[src/rtl/tbp_ram.sv]
module tbp_ram #(
   parameter int DATA_W = 2,
   parameter int ADDR_W = 10
) (
   input  logic              clock,
   input  logic              wr_en,
   input  logic [ADDR_W-1:0] wr_addr,
   input  logic [DATA_W-1:0] wr_data,
   input  logic              rd_en,
   input  logic [ADDR_W-1:0] rd_addr,
   output logic [DATA_W-1:0] rd_data
);

   logic [DATA_W-1:0] mem [2**ADDR_W];
   logic [DATA_W-1:0] rd_data_ff;

   always_ff @(posedge clock) begin
      if (wr_en) begin
         mem[wr_addr] <= wr_data;
      end
   end

   always_ff @(posedge clock) begin
      if (rd_en) begin
         rd_data_ff <= mem[rd_addr];
      end
   end

   assign rd_data = rd_data_ff;

endmodule

[config.mk]
export PLATFORM = sky130hd
export DESIGN_NAME = tbp_ram
export DESIGN_NICKNAME = d
export VERILOG_FILES = /design/src/rtl/tbp_ram.sv
export SDC_FILE = /design/constraint.sdc
export NUM_CORES = 2
export LEC_CHECK = 0
export BUFFER_PORTS_ARGS = -buffer_cell sky130_fd_sc_hd__buf_2
export CAP_MARGIN = 20
export CORE_ASPECT_RATIO = 1.5
export CORE_MARGIN = 2
export CORE_UTILIZATION = 45
export DETAILED_ROUTE_END_ITERATION = 10
export SYNTH_ARGS = -nofsm -noshare
export SYNTH_HDL_FRONTEND = slang
export SYNTH_SLANG_ARGS = --single-unit
[constraint.sdc]
create_clock -name clock -period 3.7 [get_ports clock]
set_clock_uncertainty 0.05 [all_clocks]
set_input_delay 0.37 -clock clock [delete_from_list [all_inputs] [get_ports clock]]
set_output_delay 0.37 -clock clock [all_outputs]
set_load 0.01 [all_outputs]
==> run_results.csv <==
group,metric,value,unit
die,fp.coreArea,0.186,mm2
outcome,status,"finished, final reports clean",
grt,gr-total-overflow,0,
yosys,async_flop_share,0,%
finish,fillers,15100,
worst_setup_path,crit_path_end_kind,"flop",
route,drtAntennaViolNets,0,
die,start_util,45.1,%
finish,post_route_cells_drive_above_1_share,22.1,%
placement,place_inst,7226,
worst_setup_path,reg2reg_to,"rd_data[0]$_DFFE_PP_",
route,drt-initial-drc-count,5245,
die,die_w,356,um
cts,cts.path.max_buffers,4,
yosys,synth-seq-cells,2050,
cts,h-tree-depth,4,
cts,insertion_delay,0.86,ns
route,wl_per_cell,31.5,um
grt,grt_pass1_wl,340000,um
timing,final_hold_viol_count,0,
power,powerDensity,499,mW/mm2
yosys,synthCells,4793,
timing,period_needed,3.31,ns
finish,fin_area,0.0949,mm2
grt,grt_start_max_net_pins,131,
worst_setup_path,cp-start-kind,"flop",
hold_path,hold_end,"mem[822][0]$_DFFE_PP_",
finish,final_core_util,51.1,%
die,pin_count,27,
yosys,synth_top_area_share,73.5,%
route,vias_per_cell,6.10,
die,std_cell_rows,194,
cts,cts_hold_buffers,6,
yosys,synth_top_flop_cell,"edfxtp_1",
grt,antenna_found_initial,18,
run,cap_violations,0,
worst_setup_path,reg2regPathDepth,10,
timing,slew_headroom,25.1,%
route,vias,46200,
finish,fin_cells,7572,
yosys,syn-num-nets,4818,
timing,rsz0062_at_grt,"false",
worst_setup_path,path_max_fanout,2,
timing,finalCritPeriodShare,89.6,%
route,routed_wl,239000,um
yosys,yosysTopAreaCell,"edfxtp_1",
timing,fmax,302,MHz
placement,port_buffers,26,
timing,final.setup.tns,0,ns
worst_setup_path,arrival,3.84,ns
worst_setup_path,r2r-start,"mem[687][0]$_DFFE_PP_",
worst_setup_path,critical_path_class,"reg -> reg",
hold_path,worstHoldPathType,"in -> reg",
grt,grt_pass1_vias,48100,
worst_setup_path,cp.required,4.23,ns
finish,multi_input_area,0.0205,mm2
yosys,synth_area_leaders,"edfxtp_1 73%, mux4_2 12%, nor2_1 4.7%",
power,power.leakage,29.1,nW
cts,postCtsSetupRepairBufs,0,
cts,cts_tree,"built",
placement,dpl.hpwl,147000,um
grt,grt_use_total,25.2,%
yosys,ys_warn_count,0,
worst_setup_path,rrSetupSlack,0.39,ns
die,fp.dieH,532,um
cts,postCtsResizedCells,0,
yosys,ys_seq_area_share,73.5,%
yosys,syn_avg_cell_area,17.5,um2
yosys,netlist_top_cells_count,"2050 x edfxtp_1, 1054 x nor2_1, 449 x mux4_2",
yosys,synth_edf_count,2050,
route,drc_errors,0,
hold_path,min_from,"wr_addr[0]",
route,first_pass_iters,6,
die,die-area,0.190,mm2
cts,cts_num_sinks,2050,
yosys,yosysMostFrequentCell,"edfxtp_1",
yosys,synth.distinct_cells,65,
cts,path_clk_slew,0.07,ns
power,ir_drop,0.371,mV
finish,final_nets,5000,
finish,area_growth,13.2,%
timing,slew_violations,0,
finish,seqCellArea,0.0616,mm2
yosys,syn_area,0.0838,mm2
hold_path,min_path_cells,2,
placement,place_congestion,0.867,
cts,cts_root_buf,"clkbuf_16",
timing,worst_pin_slew,1.12,ns
cts,cts_made_buffers,191,
placement,dpl_cell_area,0.0889,mm2
timing,finalSetupViolCount,0,
[cell usage in the layout (no fill, tap or decap), types with 16 or more instances in the layout]
cell,Yosys,layout
a21oi_1,70,70
a22oi_1,45,45
buf_12,2,72
buf_2,26,19
buf_4,28,283
bufinv_16,0,16
clkbuf_1,239,37
clkbuf_16,0,193
clkinv_1,1,51
clkinv_2,0,24
edfxtp_1,2050,2050
mux2i_1,205,205
mux4_2,449,449
nand2_1,96,90
nand3_4,0,20
nor2_1,1054,1052
nor3_1,45,45
o21ai_0,36,36
o221ai_1,82,82
o22ai_1,45,45
[registers in the layout (all words and copies together), names as in the netlist]
register	flops
rd_data	2
mem	2048
[per-layer routing]
layer	vias to the layer above	share of wire (%)	global-route usage, %
met5	-	0.041	0
met4	14	4.4	10.2
met3	482	6.9	3.42
met2	1897	52	44.1
met1	24600	37	31.5
li1	19300	-	-
[area by class of cell]
class,count,share of cell area [%]
multi-input combinational,2341,21.6
antenna,5,0.0132
tap,2450,3.23
sequential,2050,64.9
clock buffer,230,5.24
inverter,6,0.0277
clock inverter,105,1.00
timing repair buffer,385,4.01
[worst max-delay path, stage by stage (launching register included)]
cell	delay [ns]
edfxtp_1	0.37
mux4_2	0.48
mux4_2	0.51
a22oi_1	0.23
nand2_1	0.14
o221ai_1	0.51
buf_4	0.24
nor4_1	0.05
buf_4	0.16
o22ai_1	0.16
nand4_1	0.14
[kinds of logic after synthesis]
logic type / synth area share (%)
DFF: 73.5
AOI/OAI and AO/OA: 2.98
muxes: 14.7
buffers and inverters: 2.49
and+or+nand+nor: 6.40
[power by group]
group          internal (mW)  total (mW)  switching [mW]
Combinational          0.995        2.69            1.69
Clock                   10.7        19.1            8.44
Sequential              25.5        25.6         0.00817
Total                   37.2        47.3            10.1
[worst max path at each step]
| stage | start | endpoint | slack [ns] | cells after the start |
|---|---|---|---|---|
| 6_report | mem[687][0]$_DFFE_PP_ | rd_data[0]$_DFFE_PP_ | 0.39 | 10 |
| 5_1_grt | mem[677][0]$_DFFE_PP_ | rd_data[0]$_DFFE_PP_ | 0.33 | 10 |
| 3_3_place_gp | rd_addr[0] | rd_data[0]$_DFFE_PP_ | -0.22 | 12 |
| 3_5_place_dp | rd_addr[0] | rd_data[0]$_DFFE_PP_ | -0.21 | 13 |
| 4_1_cts | mem[687][0]$_DFFE_PP_ | rd_data[0]$_DFFE_PP_ | 0.36 | 10 |
| 2_1_floorplan | rd_addr[0] | rd_data[1]$_DFFE_PP_ | 0.78 | 12 |
[per-stage QoR]
stage,setup WS (ns),power [mW],hold WS (ns)
floorplan,0.781,27.4,0.419
global placement,-0.223,28.7,0.653
detailed placement,-0.211,28.7,0.637
CTS,0.365,47.6,0.00450
global route,0.326,48.5,0.0382
finish,0.387,47.3,0.0383
(Power assumes the default switching activity.)
